## config.mk

```make
export PLATFORM = sky130hd
export DESIGN_NAME = ppa_front_flat
export DESIGN_NICKNAME = d
export VERILOG_FILES = /design/src/sv/particle_pool_allocator_defines.svh /design/src/sv/ppa_pkg.sv /design/src/sv/ppa_ifs.sv /design/src/sv/ppa_front.sv /design/src/flat_wrapper.sv
export SDC_FILE = /design/constraint.sdc
export NUM_CORES = 1
export LEC_CHECK = 0
export ABC_AREA = 1
export BUFFER_PORTS_ARGS = -buffer_cell sky130_fd_sc_hd__buf_4
export CORE_UTILIZATION = 40
export DETAILED_ROUTE_END_ITERATION = 6
export GPL_TIMING_DRIVEN = 0
export MAX_ROUTING_LAYER = met4
export PLACE_DENSITY = 0.64
export SYNTH_ARGS = -nofsm -noshare
export SYNTH_HDL_FRONTEND = slang
export SYNTH_SLANG_ARGS = --single-unit
```

## constraint.sdc

```tcl
create_clock -name i_clk -period 7.8 [get_ports i_clk]
set_input_delay 0.39 -clock i_clk [delete_from_list [all_inputs] [get_ports i_clk]]
set_output_delay 0.39 -clock i_clk [all_outputs]
set_load 0.03 [all_outputs]
```

## src/sv/particle_pool_allocator_defines.svh

```systemverilog
// Assertion macros used by the particle pool allocator back end.
`ifndef PARTICLE_POOL_ALLOCATOR_DEFINES_SVH
`define PARTICLE_POOL_ALLOCATOR_DEFINES_SVH

`ifndef SYNTHESIS
// Check that prop holds at every rising clock edge outside reset.
`define PPA_ASSERT(name, clk, rst_n, prop, msg) \
    name: assert property (@(posedge clk) disable iff (!rst_n) (prop)) \
        else $error(msg);
// Check that cons holds in the cycle after ante.
`define PPA_ASSERT_NEXT(name, clk, rst_n, ante, cons, msg) \
    name: assert property (@(posedge clk) disable iff (!rst_n) (ante) |=> (cons)) \
        else $error(msg);
`else
`define PPA_ASSERT(name, clk, rst_n, prop, msg)
`define PPA_ASSERT_NEXT(name, clk, rst_n, ante, cons, msg)
`endif

`endif

```

## src/sv/ppa_pkg.sv

```systemverilog
// Types, codes and helpers shared by the particle pool allocator.
`default_nettype none

package ppa_pkg;

    localparam int POOL_SLOTS  = 64;
    localparam int QUEUE_DEPTH = 2;
    localparam int CFG_IDX_W   = 2;
    localparam int CFG_DATA_W  = 16;

    typedef enum logic [1:0] {
        OP_ADD  = 2'd0,
        OP_TICK = 2'd1,
        OP_DRAW = 2'd2
    } t_op;

    typedef enum logic [1:0] {
        KIND_ASSIGNED = 2'd0,
        KIND_DRAWN    = 2'd1,
        KIND_EMPTY    = 2'd2
    } t_kind;

    localparam logic [CFG_IDX_W-1:0] CFG_DECAY = 2'd0;
    localparam logic [CFG_IDX_W-1:0] CFG_SLOTS = 2'd1;

    localparam logic [15:0] DECAY_RESET = 16'd26;
    localparam logic [6:0]  SLOTS_RESET = 7'd64;

    typedef struct packed {
        logic [1:0]         operation;
        logic signed [15:0] center_x;
        logic signed [15:0] center_y;
        logic [15:0]        start_life;
        logic [31:0]        tint;
        logic [14:0]        size;
        logic [15:0]        elapsed;
    } t_in_item;

    typedef struct packed {
        logic [1:0]         kind;
        logic [5:0]         slot;
        logic signed [15:0] left;
        logic signed [15:0] top;
        logic signed [15:0] right;
        logic signed [15:0] bottom;
        logic [31:0]        shade;
        logic [6:0]         drawn_count;
        logic               last;
    } t_out_item;

    // Classified command handed from the front end to the back end.
    typedef struct packed {
        t_op                op;
        logic signed [15:0] corner_x;
        logic signed [15:0] corner_y;
        logic [15:0]        life;
        logic [31:0]        tint;
        logic [14:0]        size;
        logic [15:0]        elapsed;
    } t_cmd;

    // Per-slot attributes kept in the attribute memory.
    typedef struct packed {
        logic signed [15:0] corner_x;
        logic signed [15:0] corner_y;
        logic [31:0]        color;
        logic [14:0]        size;
    } t_attr;

    typedef struct packed {
        logic [15:0] decay_rate;
        logic [6:0]  slots_in_use;
    } t_cfg;

    localparam logic signed [17:0] SAT_HI = 18'sd32767;
    localparam logic signed [17:0] SAT_LO = -18'sd32768;

    // Clamp an 18-bit signed sum to the signed 16-bit range.
    function automatic logic signed [15:0] sat16(input logic signed [17:0] v);
        logic signed [15:0] r;
        if (v > SAT_HI) begin
            r = 16'sh7FFF;
        end else if (v < SAT_LO) begin
            r = 16'sh8000;
        end else begin
            r = 16'(v);
        end
        return r;
    endfunction

endpackage

`default_nettype wire

```

## src/sv/ppa_ifs.sv

```systemverilog
// Handshake channel interfaces: input items, result items, configuration writes.
`default_nettype none

interface ppa_item_if;
    import ppa_pkg::*;
    logic     valid;
    logic     ready;
    t_in_item data;
    modport source (output valid, output data, input ready);
    modport sink   (input valid, input data, output ready);
endinterface


`default_nettype wire

```

## src/sv/ppa_front.sv

```systemverilog
// Front end: accepts input items, drops unknown codes, works out the corner.
`default_nettype none

module ppa_front (
    input  wire            i_clk,
    input  wire            i_rst_n,
    ppa_item_if.sink       i_item,
    output logic           o_cmd_valid,
    output ppa_pkg::t_cmd  o_cmd,
    input  wire            i_cmd_ready
);
    import ppa_pkg::*;

    logic              r_valid;
    t_cmd              r_cmd;
    t_cmd              n_cmd;
    logic              known;
    logic              accept;
    logic [13:0]       half;
    logic signed [17:0] sum_x;
    logic signed [17:0] sum_y;

    assign i_item.ready = !r_valid || i_cmd_ready;
    assign accept       = i_item.valid && i_item.ready;

    always_comb begin
        unique case (i_item.data.operation)
            OP_ADD, OP_TICK, OP_DRAW: known = 1'b1;
            default:                  known = 1'b0;
        endcase
    end

    // Centre the square: corner is centre minus half the width, truncated.
    assign half  = i_item.data.size[14:1];
    assign sum_x = 18'(i_item.data.center_x) - $signed({4'b0000, half});
    assign sum_y = 18'(i_item.data.center_y) - $signed({4'b0000, half});

    always_comb begin
        n_cmd.op       = t_op'(i_item.data.operation);
        n_cmd.corner_x = sat16(sum_x);
        n_cmd.corner_y = sat16(sum_y);
        n_cmd.life     = i_item.data.start_life;
        n_cmd.tint     = i_item.data.tint;
        n_cmd.size     = i_item.data.size;
        n_cmd.elapsed  = i_item.data.elapsed;
    end

    always_ff @(posedge i_clk) begin
        if (!i_rst_n) begin
            r_valid <= 1'b0;
        end else begin
            // Load a known item, otherwise hold until the queue takes it.
            r_valid <= (accept && known) || (r_valid && !i_cmd_ready);
            if (accept && known) begin
                r_cmd <= n_cmd;
            end
        end
    end

    assign o_cmd_valid = r_valid;
    assign o_cmd       = r_cmd;
endmodule

`default_nettype wire

```

## src/flat_wrapper.sv

```systemverilog
// flat-port wrapper written by rule: the top's interface ports become plain ports
module ppa_front_flat import ppa_pkg::*;
  (i_clk, i_rst_n, o_cmd_valid, o_cmd, i_cmd_ready, i_item_valid, i_item_data, i_item_ready);
  ppa_item_if i_item_i ();
  input  wire i_clk;
  input  wire i_rst_n;
  output logic o_cmd_valid;
  output ppa_pkg::t_cmd o_cmd;
  input  wire i_cmd_ready;
  input wire logic [$bits(i_item_i.valid)-1:0] i_item_valid;
  input wire logic [$bits(i_item_i.data)-1:0] i_item_data;
  output wire logic [$bits(i_item_i.ready)-1:0] i_item_ready;
  assign i_item_i.valid = i_item_valid;
  assign i_item_i.data = i_item_data;
  assign i_item_ready = i_item_i.ready;
  ppa_front u_core (.i_clk(i_clk), .i_rst_n(i_rst_n), .i_item(i_item_i), .o_cmd_valid(o_cmd_valid), .o_cmd(o_cmd), .i_cmd_ready(i_cmd_ready));
endmodule
```

==> flow_summary.ini <==
[worst_setup_path]
path_cells = inv_1, nor2_1, nor2_4, buf_12, buf_16, buf_12
critical_path.max_stage_delay_ps = 690
path_delay_family = buffers and inverters
critPathKind = register to register
r2r_setup_slack_ps = 5600
crit_fanout = 37
startpoint_type = register
endpoint_kind = register
cpMostUsedCell = buf_12
cp_data_required_time_ps = 7900
arrival_ps = 2300
critical_path_buf_inv_count = 4
crit_slowest_cell = nor2_4

[routing]
wl_met2_mm = 8.09
wl_per_cell_um = 16.0
drt-total-wl_mm = 15.7
wl_met1_mm = 6.16
dr.max_layer_used = met4
drt_iter0_markers = 234
dr.pass1.iters = 4
vias = 4671
drc = 0
avgViaCountPerCell = 4.77
route.antenna.remaining_nets = 0
dr_wl_met3_mm = 1.35

[synth]
synthesis.nets = 687
syn_area_per_cell_um2 = 10.5
syn_area_um2 = 5630
yosysSeqAreaShare = 0.606
synthCells = 538
synth.lib_cells_used.distinct = 28
synth_seq_cells = 114
ys_warn_count = 0

[cells_and_area]
final_nets = 940
utilization = 0.611
n_antenna_cell = 0
layout_common_cells = 231 x buf_4, 177 x nand2_1, 113 x edfxtp_1
n_fill_cell = 1144
layout-drive-gt1-share = 0.368
areaGrowthSynthToFinish_pct = 46.6
final_common_cell = buf_4

[timing]
rsz0062_at_grt = false
setup-tns-final_ps = 0
relSlewSlack = 0.424
hold_viol_final = 0
tightest_slew_ps = 862
setup_viol_count_final = 0
fin_ws_ps = 5600
fmax_mhz = 454
min_period_over_period = 0.282
skew_ps = 5.62
fin_crit_ps = 2200
timing.hold.ws_ps = 153
slew_violations = 0

[power]
ir_drop_mv = 0.123
powerDensity_nw_per_um2 = 223
leakage_nw = 3.95

[clocking]
post-cts-setup-buffers = 0
clkLatencyLatePin_ps = 410
cts.sinks = 114
htree_levels = 4
path_clk_slew_ps = 60
cts_hold_buf = 0
cts_root_buf = clkbuf_16
cts_resized = 0
cts_tree = yes
clockBufferDepth = 2
cts_buffers = 17

[die]
coreArea_um2 = 13500
die_area_um2 = 14500
start_util = 0.417
die_h_um = 121
dieWidth_um = 121
io_pins = 232
fp-row-count = 42

[worst_hold_path]
min_path_type = input pin to register

[placed_design]
hpwl_mm = 12.7
io_buffers = 231
place_worst_setup_slack_ps = 5340
place_congestion = 0.849

[run_status]
status = completed

[global_routing]
grt.total_usage = 0.228
grt.overflow.total = 0
grt_pass1_wl_mm = 23.7
antenna_found_initial = 0
grt_max_degree = 38
grt_pass1_vias = 4502

[job]
cap_violations = 0
## synth_stat cells (all sizes together)
cell	instances	share of area
dfxtp	1	0.0036
fa	2	0.0071
nor2	24	0.016
nor3	6	0.010
ha	30	0.067
o21bai	2	0.0027
inv	80	0.053
nand3b	5	0.0067
nand2	190	0.13
nand3	25	0.029
nand4	4	0.0044
edfxtp	113	0.60
xor2	6	0.0093
a21oi	34	0.033
or2	2	0.0022
xnor2	8	0.012
o21ai	2	0.0018
and2	4	0.0051
## worst paths after layout
kind              cells after the start                from                 end
hold reg to reg                       4  u_core.o_cmd_valid  u_core.o_cmd_valid
setup reg to reg                      6  u_core.o_cmd_valid    u_core.o_cmd[85]
hold / removal                        1      i_item_data[0]     u_core.o_cmd[0]
setup / recovery                      6  u_core.o_cmd_valid    u_core.o_cmd[85]
## stage by stage
step / power, W / cell area, um^2 / cells
4_1_cts: 0.00186 / 8250 / 980
3_3_place_gp: 0.00107 / 7580 / 945
2_1_floorplan: 0.000945 / 5630 / 538
6_report: 0.00184 / 8250 / 980
3_5_place_dp: 0.00107 / 7660 / 948
5_1_grt: 0.00192 / 8250 / 980
## metal layers
metal,global-route usage,up-vias
met5,-,-
met4,0.0718,0
met3,0.0703,11
met2,0.384,156
met1,0.260,2203
li1,-,2301
## logic make-up after synthesis
logic type	count (synthesis)	share of synthesized area
and+or+nand+nor	260	0.207
DFF	114	0.606
buffers and inverters	80	0.0534
AOI/OAI and AO/OA	38	0.0373
adders and majority gates	32	0.0738
xor gates and xnor gates	14	0.0218
## power by group
part / internal [W] / switching, W
Sequential: 0.000715 / 0.00000726
Combinational: 0.000136 / 0.000203
Clock: 0.000500 / 0.000278
## final cells by class
type | instances | area (um^2) | share of cell area
timing repair buffer | 234 | 1800 | 0.218
sequential | 114 | 3410 | 0.414
inverter | 80 | 300 | 0.0364
clock inverter | 14 | 164 | 0.0199
multi-input combinational | 344 | 1920 | 0.233
tap | 176 | 220 | 0.0267
clock buffer | 18 | 429 | 0.0520
## flip-flops by register name, summed over array words and instances (netlist names)
signal,count
u_core.o_cmd,113
u_core.o_cmd_valid,1
Note: power is estimated with default switching activity, not from simulation.
