## config.mk

```make
export PLATFORM = sky130hd
export DESIGN_NAME = ppa_queue
export DESIGN_NICKNAME = d
export VERILOG_FILES = /design/src/sv/particle_pool_allocator_defines.svh /design/src/sv/ppa_pkg.sv /design/src/sv/ppa_queue.sv
export SDC_FILE = /design/constraint.sdc
export NUM_CORES = 1
export LEC_CHECK = 0
export BUFFER_PORTS_ARGS = -buffer_cell sky130_fd_sc_hd__buf_2
export CAP_MARGIN = 25
export CORE_ASPECT_RATIO = 1.25
export CORE_MARGIN = 2
export CORE_UTILIZATION = 25
export DETAILED_ROUTE_END_ITERATION = 8
export SLEW_MARGIN = 20
export SYNTH_ARGS = -nofsm -noshare
export SYNTH_HDL_FRONTEND = slang
export SYNTH_SLANG_ARGS = --single-unit
```

## constraint.sdc

```tcl
create_clock -name i_clk -period 13.4 [get_ports i_clk]
set_input_delay 2.68 -clock i_clk [delete_from_list [all_inputs] [get_ports i_clk]]
set_output_delay 2.68 -clock i_clk [all_outputs]
set_load 0.01 [all_outputs]
```

## src/sv/particle_pool_allocator_defines.svh

```systemverilog
// Assertion macros used by the particle pool allocator back end.
`ifndef PARTICLE_POOL_ALLOCATOR_DEFINES_SVH
`define PARTICLE_POOL_ALLOCATOR_DEFINES_SVH

`ifndef SYNTHESIS
// Check that prop holds at every rising clock edge outside reset.
`define PPA_ASSERT(name, clk, rst_n, prop, msg) \
    name: assert property (@(posedge clk) disable iff (!rst_n) (prop)) \
        else $error(msg);
// Check that cons holds in the cycle after ante.
`define PPA_ASSERT_NEXT(name, clk, rst_n, ante, cons, msg) \
    name: assert property (@(posedge clk) disable iff (!rst_n) (ante) |=> (cons)) \
        else $error(msg);
`else
`define PPA_ASSERT(name, clk, rst_n, prop, msg)
`define PPA_ASSERT_NEXT(name, clk, rst_n, ante, cons, msg)
`endif

`endif

```

## src/sv/ppa_pkg.sv

```systemverilog
// Types, codes and helpers shared by the particle pool allocator.
`default_nettype none

package ppa_pkg;

    localparam int POOL_SLOTS  = 64;
    localparam int QUEUE_DEPTH = 2;
    localparam int CFG_IDX_W   = 2;
    localparam int CFG_DATA_W  = 16;

    typedef enum logic [1:0] {
        OP_ADD  = 2'd0,
        OP_TICK = 2'd1,
        OP_DRAW = 2'd2
    } t_op;

    typedef enum logic [1:0] {
        KIND_ASSIGNED = 2'd0,
        KIND_DRAWN    = 2'd1,
        KIND_EMPTY    = 2'd2
    } t_kind;

    localparam logic [CFG_IDX_W-1:0] CFG_DECAY = 2'd0;
    localparam logic [CFG_IDX_W-1:0] CFG_SLOTS = 2'd1;

    localparam logic [15:0] DECAY_RESET = 16'd26;
    localparam logic [6:0]  SLOTS_RESET = 7'd64;

    typedef struct packed {
        logic [1:0]         operation;
        logic signed [15:0] center_x;
        logic signed [15:0] center_y;
        logic [15:0]        start_life;
        logic [31:0]        tint;
        logic [14:0]        size;
        logic [15:0]        elapsed;
    } t_in_item;

    typedef struct packed {
        logic [1:0]         kind;
        logic [5:0]         slot;
        logic signed [15:0] left;
        logic signed [15:0] top;
        logic signed [15:0] right;
        logic signed [15:0] bottom;
        logic [31:0]        shade;
        logic [6:0]         drawn_count;
        logic               last;
    } t_out_item;

    // Classified command handed from the front end to the back end.
    typedef struct packed {
        t_op                op;
        logic signed [15:0] corner_x;
        logic signed [15:0] corner_y;
        logic [15:0]        life;
        logic [31:0]        tint;
        logic [14:0]        size;
        logic [15:0]        elapsed;
    } t_cmd;

    // Per-slot attributes kept in the attribute memory.
    typedef struct packed {
        logic signed [15:0] corner_x;
        logic signed [15:0] corner_y;
        logic [31:0]        color;
        logic [14:0]        size;
    } t_attr;

    typedef struct packed {
        logic [15:0] decay_rate;
        logic [6:0]  slots_in_use;
    } t_cfg;

    localparam logic signed [17:0] SAT_HI = 18'sd32767;
    localparam logic signed [17:0] SAT_LO = -18'sd32768;

    // Clamp an 18-bit signed sum to the signed 16-bit range.
    function automatic logic signed [15:0] sat16(input logic signed [17:0] v);
        logic signed [15:0] r;
        if (v > SAT_HI) begin
            r = 16'sh7FFF;
        end else if (v < SAT_LO) begin
            r = 16'sh8000;
        end else begin
            r = 16'(v);
        end
        return r;
    endfunction

endpackage

`default_nettype wire

```

## src/sv/ppa_queue.sv

```systemverilog
// Short command queue between the front end and the back end.
`default_nettype none

module ppa_queue (
    input  wire            i_clk,
    input  wire            i_rst_n,
    input  wire            i_push_valid,
    input  ppa_pkg::t_cmd  i_push,
    output logic           o_push_ready,
    output logic           o_pop_valid,
    output ppa_pkg::t_cmd  o_pop,
    input  wire            i_pop_ready
);
    import ppa_pkg::*;

    localparam int PW = (QUEUE_DEPTH > 1) ? $clog2(QUEUE_DEPTH) : 1;
    localparam int CW = $clog2(QUEUE_DEPTH + 1);

    t_cmd          r_mem [QUEUE_DEPTH];
    logic [PW-1:0] r_wp;
    logic [PW-1:0] r_rp;
    logic [CW-1:0] r_count;
    logic          push;
    logic          pop;

    assign o_push_ready = (r_count != CW'(QUEUE_DEPTH));
    assign o_pop_valid  = (r_count != '0);
    assign o_pop        = r_mem[r_rp];
    assign push         = i_push_valid && o_push_ready;
    assign pop          = o_pop_valid && i_pop_ready;

    always_ff @(posedge i_clk) begin
        if (!i_rst_n) begin
            r_wp    <= '0;
            r_rp    <= '0;
            r_count <= '0;
        end else begin
            if (push) begin
                r_mem[r_wp] <= i_push;
                r_wp <= (r_wp == PW'(QUEUE_DEPTH - 1)) ? '0 : r_wp + PW'(1);
            end
            if (pop) begin
                r_rp <= (r_rp == PW'(QUEUE_DEPTH - 1)) ? '0 : r_rp + PW'(1);
            end
            if (push && !pop) begin
                r_count <= r_count + CW'(1);
            end else if (pop && !push) begin
                r_count <= r_count - CW'(1);
            end
        end
    end
endmodule

`default_nettype wire

```

==> out/qor.json, run 1 <==
{
  "power_report.internal_total_mw": 1.47,
  "dr.first_iter.drc_count": 227,
  "grt.overflow.total": 0,
  "setup_total_negative_slack_ns": 0,
  "data_arrival_time_of_the_critical_path_ns": 2.81,
  "clk_root_buffer_cell": "sky130_fd_sc_hd__clkbuf_16",
  "via_count": 4356,
  "drv_slew": 0,
  "cts_repair_resize_count": 0,
  "syn-num-nets": 497,
  "worstPathMaxFanout": 51,
  "synth-seq-area-share": 0.794,
  "worst_setup_hold_path_clk_slew_ns": 0.06,
  "synth_seq_cells": 231,
  "finalWeightedCongestion": 0.710,
  "ios": 232,
  "worst_hold_path_type": "register to register",
  "synth_top_flop_cell": "sky130_fd_sc_hd__edfxtp_1",
  "final-setup-viol-count": 0,
  "run_status": "finished clean",
  "net-switching-power_mw": 0.504,
  "critPathMaxStageDelay_ns": 0.93,
  "cell_variety_after_synth": 20,
  "route.antenna.remaining_nets": 0,
  "cts.sinks": 231,
  "netlist_top_cells_area": "sky130_fd_sc_hd__edfxtp_1 78%, sky130_fd_sc_hd__mux2_4 12%, sky130_fd_sc_hd__mux2_2 5.6%",
  "die-area_um2": 36200,
  "ordered_list_of_cells_on_the_worst_path": "buf_4 -> buf_16 -> mux2_2 -> buf_2",
  "post-cts-setup-buffers": 0,
  "cell_family_with_the_largest_share_of_critical_path_delay": "flip-flops",
  "inserted_clock_buffers": 24,
  "ys.warnings.count": 0,
  "fmax_mhz": 182,
  "layout-drive-gt1-share": 0.599,
  "critical_setup_path_kind": "register to output pin",
  "combined_area_of_the_multi_input_logic_cells_um2": 1680,
  "power_density_nw_per_um2": 176,
  "area_delta_synth_final_pct": 29.0,
  "post_drt_via_cell_ratio": 3.90,
  "antenna_found_initial": 3,
  "drt_pass1_iterations": 4,
  "seqCellArea_um2": 6890,
  "drc_errors": 0,
  "critPathRequiredTime_ns": 10.72,
  "final_net_count": 748,
  "endpoint_kind": "output pin",
  "cts.path.max_buffers": 3,
  "cts-hold-fix-buffers": 0,
  "insertion_delay_ns": 0.52,
  "maximum_number_of_pins_on_one_net_before_global_route_repair": 74,
  "yosysMostFrequentCell": "sky130_fd_sc_hd__edfxtp_1",
  "synthesis.area_um2": 8680,
  "final-hold-violation-count": 0,
  "fp.coreArea_um2": 34300,
  "die_h_um": 212,
  "first_pass_grt_wire_length_mm": 25.2,
  "hpwl_mm": 11.2,
  "relSlewSlack": 0.342,
  "number_of_standard_cell_rows_in_the_floorplan": 76,
  "fin_crit_sh": 0.410,
  "synth_top_area_share": 0.782,
  "netlist.top_cell.by_area": "sky130_fd_sc_hd__edfxtp_1",
  "htreeDepth": 1,
  "initial_core_util": 0.253,
  "synth_top_cells_by_count": "226 x sky130_fd_sc_hd__edfxtp_1, 70 x sky130_fd_sc_hd__mux2_4, 43 x sky130_fd_sc_hd__mux2_2",
  "cts_tree": "yes",
  "setup.worst_path.start_class": "register",
  "first_global_vias": 4632,
  "synth_edf_count": 226,
  "layout_min_cycle_time_ns": 5.49,
  "synth_async_sr_flop_share": 0,
  "synthesis.instances": 379,
  "worst-slew-pin-transition_ns": 0.986,
  "critPathSlowestCell": "sky130_fd_sc_hd__dfxtp_4",
  "overall_power_mw": 1.98,
  "fin_skew_ns": 0.0123,
  "layout.filler_cells": 3301,
  "maxCapViolations": 0,
  "route.final.wire_length_mm": 17.3,
  "synth.avg_cell_area_um2": 22.9,
  "p_leak_nw": 4.16,
  "wl_per_cell_um": 15.5,
  "critical_path_buf_inv_count": 3,
  "seq_power_share": 0.458,
  "peakVddDrop_mv": 0.103,
  "rsz0062_at_grt": "false",
  "netSwitchingFraction": 0.255,
  "port_buffers": 231,
  "gr-usage-all-layers": 0.0910,
  "die_x_um": 171,
  "share_comb_of_total_power": 0.218,
  "share_clk_of_total_power": 0.324
}
-- worst paths after layout --
path	from	end	slack [ns]	cells after the start
min	r_count[1]$_SDFFE_PN0P_	r_count[1]$_SDFFE_PN0P_	0.52	2
max reg2reg	r_count[0]$_SDFFE_PN0P_	r_mem[1][7]$_DFFE_PP_	10.96	5
min reg2reg	r_count[1]$_SDFFE_PN0P_	r_count[1]$_SDFFE_PN0P_	0.52	2
max	register	o_pop[2]	7.91	4
-- per-layer routing --
| metal | wire [um] | global-route usage | vias to the layer above |
|---|---|---|---|
| li1 | - | - | 2018 |
| met1 | 6500 | 0.0988 | 2135 |
| met2 | 8950 | 0.163 | 162 |
| met3 | 1150 | 0.0210 | 41 |
| met4 | 705 | 0.0483 | 0 |
| met5 | 0 | 0 | - |
-- worst register-to-register path, delay by kind of cell (launching register included) --
| family | cells | cell delay (ns) |
|---|---|---|
| buffers and inverters | 2 | 0.76 |
| flip-flops | 1 | 0.42 |
| AND/OR/NAND/NOR | 3 | 0.87 |
-- power by group through the flow --
| stage | sequential (mW) | combinational (mW) | clock (mW) |
|---|---|---|---|
| 2_1_floorplan | 0.894 | 0.316 | 0 |
| 3_3_place_gp | 0.921 | 0.428 | 0 |
| 3_5_place_dp | 0.923 | 0.431 | 0 |
| 4_1_cts | 0.908 | 0.432 | 0.663 |
| 5_1_grt | 0.911 | 0.463 | 0.692 |
| 6_report | 0.904 | 0.431 | 0.640 |
-- cell families after synthesis --
logic type | after synthesis | share of synthesized area
AO/OA/AOI/OAI | 5 | 0.00346
XOR/XNOR | 3 | 0.00303
adder cells (fa/ha/maj) | 1 | 0.00144
buffers and inverters | 15 | 0.0141
flip-flops | 231 | 0.794
multiplexers | 113 | 0.177
AND/OR/NAND/NOR | 11 | 0.00721
-- stage by stage --
step,hold slack (ns),utilization,cells,setup WS (ns),instance area (um^2)
floorplan,0.466,-,379,5.36,8680
global placement,0.496,0.301,1069,8.12,10300
detailed placement,0.515,0.301,1069,8.12,10300
CTS,0.527,0.323,1111,7.54,11100
global route,0.581,0.326,1115,7.70,11200
finish,0.524,0.326,1116,7.91,11200
-- state kept, by name, indices dropped and copies added (netlist names), named ones only --
register and count:
r_mem 226, r_count 2, r_rp 1, r_wp 1
-- cells in the final DEF, fill, tap and decap left out, drive strengths merged --
| cell | synthesis | layout |
|---|---|---|
| a21boi | 2 | 2 |
| and2 | 3 | 3 |
| and3 | 1 | 1 |
| buf | 13 | 238 |
| bufinv | 0 | 2 |
| clkbuf | 0 | 31 |
| clkinv | 0 | 8 |
| clkinvlp | 0 | 1 |
| dfxtp | 5 | 5 |
| diode | 0 | 2 |
| edfxtp | 226 | 226 |
| ha | 1 | 1 |
| inv | 2 | 2 |
| mux2 | 113 | 113 |
| nand3 | 1 | 1 |
| nor2 | 2 | 2 |
| nor2b | 1 | 1 |
| o21ai | 3 | 3 |
| or2 | 1 | 1 |
| or3 | 2 | 2 |
| xnor2 | 2 | 2 |
| xor2 | 1 | 1 |
-- cell type report --
| type | instances | share of cell area |
|---|---|---|
| Clock inverter | 11 | 0.00950 |
| Clock buffer | 31 | 0.0579 |
| Inverter | 2 | 0.000671 |
| Timing Repair Buffer | 238 | 0.113 |
| Sequential cell | 231 | 0.616 |
| Multi-Input combinational cell | 133 | 0.150 |
| Tap cell | 468 | 0.0523 |
| Antenna cell | 2 | 0.000447 |
Note: power is estimated with default switching activity, not from simulation.
==> inputs of run 2 (changes only) <==
Settings changed: ABC_AREA set to 1.
Clock period 13.4 ns to 5.7 ns, I/O delays scaled along.
==> run 2 against run 1 <==
  * Clock skew shrank 0.0030 ns
  * Combinational power up 100%
  * Sequential power is 130% higher
  * Core utilization is 0.22 points higher
  * Total power up 130%
  * Worst setup slack lost 5.8 ns
  * Worst hold slack got worse by 0.053 ns
  * Via count up 0.34%
  * Area after synthesis is 0.19% higher
  * Critical endpoint is now o_pop[93]
  * Largest cell class unchanged
  * Largest power group unchanged
==> out/qor.json, run 2 <==
{
  "post-place-ws_ns": 2.52,
  "endpoint_kind": "output pin",
  "die_x_um": 171,
  "cts-hold-fix-buffers": 0,
  "maximum_number_of_pins_on_one_net_before_global_route_repair": 74,
  "synth_seq_cells": 231,
  "drc_errors": 0,
  "met1_layer_usage_reported_by_global_route": 0.0986,
  "ios": 232,
  "largest_reg_flops": 226,
  "htreeDepth": 1,
  "run_status": "finished clean",
  "final_net_count": 758,
  "synth_edf_count": 226,
  "cell_family_with_the_largest_share_of_critical_path_delay": "flip-flops",
  "synth-seq-area-share": 0.792,
  "critical_path_buf_inv_count": 2,
  "cell_variety_after_synth": 17,
  "gr-usage-all-layers": 0.0889,
  "port_buffers": 231,
  "final-setup-viol-count": 0,
  "synth_async_sr_flop_share": 0,
  "fin_crit_sh": 0.638,
  "net-switching-power_mw": 1.14,
  "cp_num_cells": 3,
  "largest-register": "r_mem",
  "final_cell_mix": "231 x sky130_fd_sc_hd__buf_2, 226 x sky130_fd_sc_hd__edfxtp_1, 70 x sky130_fd_sc_hd__mux2_4",
  "hpwl_mm": 11.0,
  "cts.path.max_buffers": 3,
  "post_drt_via_cell_ratio": 3.88,
  "setup_total_negative_slack_ns": 0,
  "insertion_delay_ns": 0.52,
  "netSwitchingFraction": 0.246,
  "first_pass_grt_wire_length_mm": 24.7,
  "post-cts-setup-buffers": 0,
  "route.final.wire_length_mm": 17.0,
  "post-route-worst-setup-slack_ns": 2.07,
  "ordered_list_of_cells_on_the_worst_path": "buf_12 -> mux2_2 -> buf_2",
  "p_leak_nw": 4.23,
  "overall_power_mw": 4.64,
  "die_h_um": 212,
  "inserted_clock_buffers": 24,
  "layout.filler_cells": 3308,
  "ys.warnings.count": 0,
  "power_density_nw_per_um2": 412,
  "final-hold-violation-count": 0,
  "data_arrival_time_of_the_critical_path_ns": 2.49,
  "synthesis.area_um2": 8690,
  "cts.sinks": 231,
  "initial_core_util": 0.253,
  "fin_skew_ns": 0.00929,
  "power_report.internal_total_mw": 3.50,
  "fmax_mhz": 275,
  "ff2ff_path_depth": 5,
  "netlist.top_cell.by_area": "sky130_fd_sc_hd__edfxtp_1",
  "hold-path-cell-count": 2,
  "yosysMostFrequentCell": "sky130_fd_sc_hd__edfxtp_1",
  "synthesis.instances": 390,
  "syn-num-nets": 508,
  "critical_setup_path_kind": "register to output pin",
  "met3_usage": 0.0348,
  "drv_slew": 0,
  "synth_top_area_share": 0.781,
  "cts_tree": "yes",
  "share_comb_of_total_power": 0.190,
  "maxCapViolations": 0,
  "critPathSlowestCell": "sky130_fd_sc_hd__dfxtp_4",
  "first_global_vias": 4456,
  "layout-drive-gt1-share": 0.596,
  "setup.worst_path.start_class": "register",
  "worst_setup_hold_path_clk_slew_ns": 0.06,
  "final_common_cell": "sky130_fd_sc_hd__buf_2",
  "route.antenna.remaining_nets": 0,
  "number_of_standard_cell_rows_in_the_floorplan": 76,
  "cts_repair_resize_count": 0,
  "share_clk_of_total_power": 0.356,
  "final_core_utilization": 0.328,
  "die-area_um2": 36300,
  "netlist_top_cells_area": "sky130_fd_sc_hd__edfxtp_1 78%, sky130_fd_sc_hd__mux2_4 12%, sky130_fd_sc_hd__mux2_2 5.6%",
  "relSlewSlack": 0.332,
  "critPathMaxStageDelay_ns": 0.94,
  "layout_min_cycle_time_ns": 3.63,
  "worst-slew-pin-transition_ns": 1.00,
  "rsz0062_at_grt": "false",
  "top_regs": "r_mem x226, r_count x2",
  "seqCellArea_um2": 6890,
  "grt.busiest_layer": "met2",
  "drt_pass1_iterations": 4,
  "fp.coreArea_um2": 34300,
  "combined_area_of_the_multi_input_logic_cells_um2": 1670,
  "via_count": 4371,
  "synth_top_flop_cell": "sky130_fd_sc_hd__edfxtp_1",
  "met2_use_gr": 0.151,
  "synth_top_cells_by_count": "226 x sky130_fd_sc_hd__edfxtp_1, 70 x sky130_fd_sc_hd__mux2_4, 43 x sky130_fd_sc_hd__mux2_2",
  "finalWeightedCongestion": 0.698,
  "grt.overflow.total": 0,
  "critPathRequiredTime_ns": 4.56,
  "area_delta_synth_final_pct": 29.6,
  "fin_hold_ws_ns": 0.471,
  "clk_root_buffer_cell": "sky130_fd_sc_hd__clkbuf_16",
  "wl_per_cell_um": 15.1,
  "peakVddDrop_mv": 0.252,
  "seq_power_share": 0.455,
  "dr.first_iter.drc_count": 194,
  "worstPathMaxFanout": 59,
  "antenna_found_initial": 4,
  "synth.avg_cell_area_um2": 22.3,
  "worst_hold_path_type": "register to register"
}
## run 2: logic make-up (layout without fill, tap and decap cells)
kind of cell | count (synthesis) | count (layout) | share of synthesized area
buffers and inverters | 22 | 290 | 0.0183
flip-flops | 231 | 231 | 0.792
multiplexers | 113 | 113 | 0.177
AND/OR/NAND/NOR | 19 | 19 | 0.00878
other | 0 | 1 | 0
AO/OA/AOI/OAI | 4 | 4 | 0.00259
adder cells (fa/ha/maj) | 1 | 1 | 0.00144
## run 2: layout make-up
class,instances,share of cell area
Antenna cell,1,0.000222
Clock buffer,36,0.0645
Clock inverter,8,0.0112
Inverter,9,0.00300
Multi-Input combinational cell,137,0.148
Sequential cell,231,0.612
Tap cell,468,0.0520
Timing Repair Buffer,237,0.110
## run 2: metrics by stage
step	cell area [um^2]	std cells
6_report	11300	1127
3_5_place_dp	10400	1081
3_3_place_gp	10400	1081
2_1_floorplan	8710	390
5_1_grt	11300	1126
4_1_cts	11200	1125
## run 2: worst reg2reg max path, cell delays in order (launching register included)
cell	delay [ns]
sky130_fd_sc_hd__dfxtp_1	0.36
sky130_fd_sc_hd__inv_1	0.10
sky130_fd_sc_hd__nand2_1	0.08
sky130_fd_sc_hd__nand2_1	0.11
sky130_fd_sc_hd__nor3_4	0.15
sky130_fd_sc_hd__buf_4	0.75
## run 2: metal layers
layer	share of wire	up-vias
met5	0.0019	-
met4	0.029	6
met3	0.095	42
met2	0.49	157
met1	0.38	2131
li1	-	2035
## run 2: path summary, 6_finish.rpt
kind,from,to,slack [ns]
setup / recovery,register,o_pop[93],2.07
hold / removal,r_wp$_SDFFE_PN0P_,r_wp$_SDFFE_PN0P_,0.47
setup reg to reg,r_count[0]$_SDFFE_PN0P_,r_mem[1][87]$_DFFE_PP_,3.68
hold reg to reg,r_wp$_SDFFE_PN0P_,r_wp$_SDFFE_PN0P_,0.47
## run 2: power groups by stage
stage	Clock (mW)	Combinational (mW)	Sequential [mW]
3_3_place_gp	0	0.886	2.14
4_1_cts	1.71	0.895	2.12
3_5_place_dp	0	0.891	2.15
2_1_floorplan	0	0.637	2.10
6_report	1.65	0.880	2.11
5_1_grt	1.77	0.954	2.12
==> inputs of run 3 (changes only) <==
Clock period 5.7 ns to 3.59 ns, I/O delays scaled along.
==> run 3 against run 2 <==
  * Total power is 53% higher
  * Critical path depth is the same
  * Count of clock-buffer cells in the layout decreased by 3
  * Global-route usage increased by 0.12 points
  * Cell count barely moved
  * Non-clock buffer count up 1
  * Final area is 0.98% lower
  * Die area is the same
  * Critical endpoint is now o_pop[13]
  * Largest power group unchanged
==> out/qor.json, run 3 (synthesized netlist as in run 2, its figures left out) <==
{
  "run_status": "finished clean",
  "grt.overflow.total": 0,
  "data_arrival_time_of_the_critical_path_ns": 2.13,
  "die_x_um": 171,
  "fin_crit_sh": 0.793,
  "dr.max_layer_used": "met5",
  "first_global_vias": 4502,
  "die-area_um2": 36300,
  "hpwl_mm": 11.6,
  "gr-usage-all-layers": 0.0901,
  "route.final.wire_length_mm": 17.3,
  "post-cts-setup-buffers": 0,
  "cts.sinks": 231,
  "worst-slew-pin-transition_ns": 0.915,
  "endpoint_kind": "output pin",
  "critical_setup_path_kind": "register to output pin",
  "p_leak_nw": 4.18,
  "cts.path.max_buffers": 3,
  "cts_tree": "yes",
  "worst_setup_hold_path_clk_slew_ns": 0.06,
  "rsz0062_at_grt": "false",
  "htreeDepth": 1,
  "drc_errors": 0,
  "fin_skew_ns": 0.0159,
  "maxCapViolations": 0,
  "worstPathMaxFanout": 59,
  "via_count": 4317,
  "insertion_delay_ns": 0.52,
  "met1_length_mm": 6.66,
  "setup.worst_path.start_class": "register",
  "port_buffers": 231,
  "final_common_cell": "sky130_fd_sc_hd__buf_2",
  "setup_total_negative_slack_ns": 0,
  "largest_reg_flops": 226,
  "final_net_count": 759,
  "layout-drive-gt1-share": 0.589,
  "clk_root_buffer_cell": "sky130_fd_sc_hd__clkbuf_16",
  "final-hold-violation-count": 0,
  "antenna_found_initial": 5,
  "peakVddDrop_mv": 0.354,
  "cts-hold-fix-buffers": 0,
  "fp.coreArea_um2": 34300,
  "place_area_um2": 10400,
  "power_density_nw_per_um2": 637,
  "number_of_standard_cell_rows_in_the_floorplan": 76,
  "final-setup-viol-count": 0,
  "final_cell_mix": "231 x sky130_fd_sc_hd__buf_2, 226 x sky130_fd_sc_hd__edfxtp_1, 70 x sky130_fd_sc_hd__mux2_4",
  "maximum_number_of_pins_on_one_net_before_global_route_repair": 67,
  "dr.first_iter.drc_count": 216,
  "ios": 232,
  "die_h_um": 212,
  "met3_wirelength_mm": 1.43,
  "inserted_clock_buffers": 24,
  "layout_min_cycle_time_ns": 2.85,
  "overall_power_mw": 7.10,
  "wl_per_cell_um": 15.4,
  "post_drt_via_cell_ratio": 3.83,
  "finalWeightedCongestion": 0.693,
  "route.antenna.remaining_nets": 0,
  "initial_core_util": 0.253,
  "cts_repair_resize_count": 0,
  "critPathRequiredTime_ns": 2.87,
  "largest-register": "r_mem",
  "drt_pass1_iterations": 4,
  "relSlewSlack": 0.390,
  "drv_slew": 0,
  "top_regs": "r_mem x226, r_count x2",
  "layout.filler_cells": 3320,
  "worst_hold_path_type": "primary input to register",
  "final_design_area_no_fill_um2": 11200,
  "area_delta_synth_final_pct": 28.3,
  "met2WireLength_mm": 8.71,
  "layout.cells.non_filler": 1126,
  "fmax_mhz": 351,
  "first_pass_grt_wire_length_mm": 24.7,
  "dp_cells": 1083
}
==> run 3: changes by cell type in the layout (fill, tap and decap cells not counted), sizes merged <==
cell	before	now
clkinv	1	7
bufinv	3	1
inv	10	9
buf	237	238
clkbuf	36	33
clkinvlp	3	1
==> run 3: cell type report <==
type	instances	area, um^2	share of cell area
diodes	1	2.50	0.000224
inverters	9	33.8	0.00303
clock inverters	9	77.6	0.00695
clock buffers	33	666	0.0597
multi-input cells	137	1670	0.149
flip-flops and latches	231	6890	0.618
repair buffers	238	1230	0.111
well taps	468	586	0.0525
==> run 3: layer usage <==
metal | vias to the layer above | GRT usage
met2 | 154 | 0.157
met4 | 8 | 0.0368
li1 | 2036 | -
met1 | 2081 | 0.100
met5 | - | 0
met3 | 38 | 0.0309
==> run 3: worst max-delay path: stages (launching register included) <==
cell and delay [ns]:
sky130_fd_sc_hd__dfxtp_4 0.56, sky130_fd_sc_hd__buf_12 0.39, sky130_fd_sc_hd__mux2_2 0.40, sky130_fd_sc_hd__buf_2 0.14
==> run 3: path summary, 6_finish.rpt <==
path                                 end                     from  slack [ns]  cells past startpoint
setup reg to reg  r_mem[0][72]$_DFFE_PP_  r_count[0]$_SDFFE_PN0P_        1.61                      7
setup / recovery               o_pop[13]                 register        0.74                      3
hold reg to reg        r_wp$_SDFFE_PN0P_        r_wp$_SDFFE_PN0P_        0.47                      2
hold / removal    r_mem[0][91]$_DFFE_PP_               i_push[91]        0.38                      1
==> run 3: report_power, final <==
| part | total (mW) | switching, mW | leakage [nW] | internal [mW] |
|---|---|---|---|---|
| logic | 1.45 | 0.730 | 1.71 | 0.720 |
| registers | 3.30 | 0.0811 | 2.11 | 3.22 |
| clock network | 2.36 | 0.989 | 0.361 | 1.37 |
==> run 3: through the flow <==
step	hold slack, ns	setup slack, ns	util
after floorplan	0.445	-0.379	-
after global placement	0.454	1.29	0.303
after global routing	0.351	0.649	0.325
final	0.377	0.744	0.325
after CTS	0.345	0.704	0.325
after detailed placement	0.471	1.27	0.303
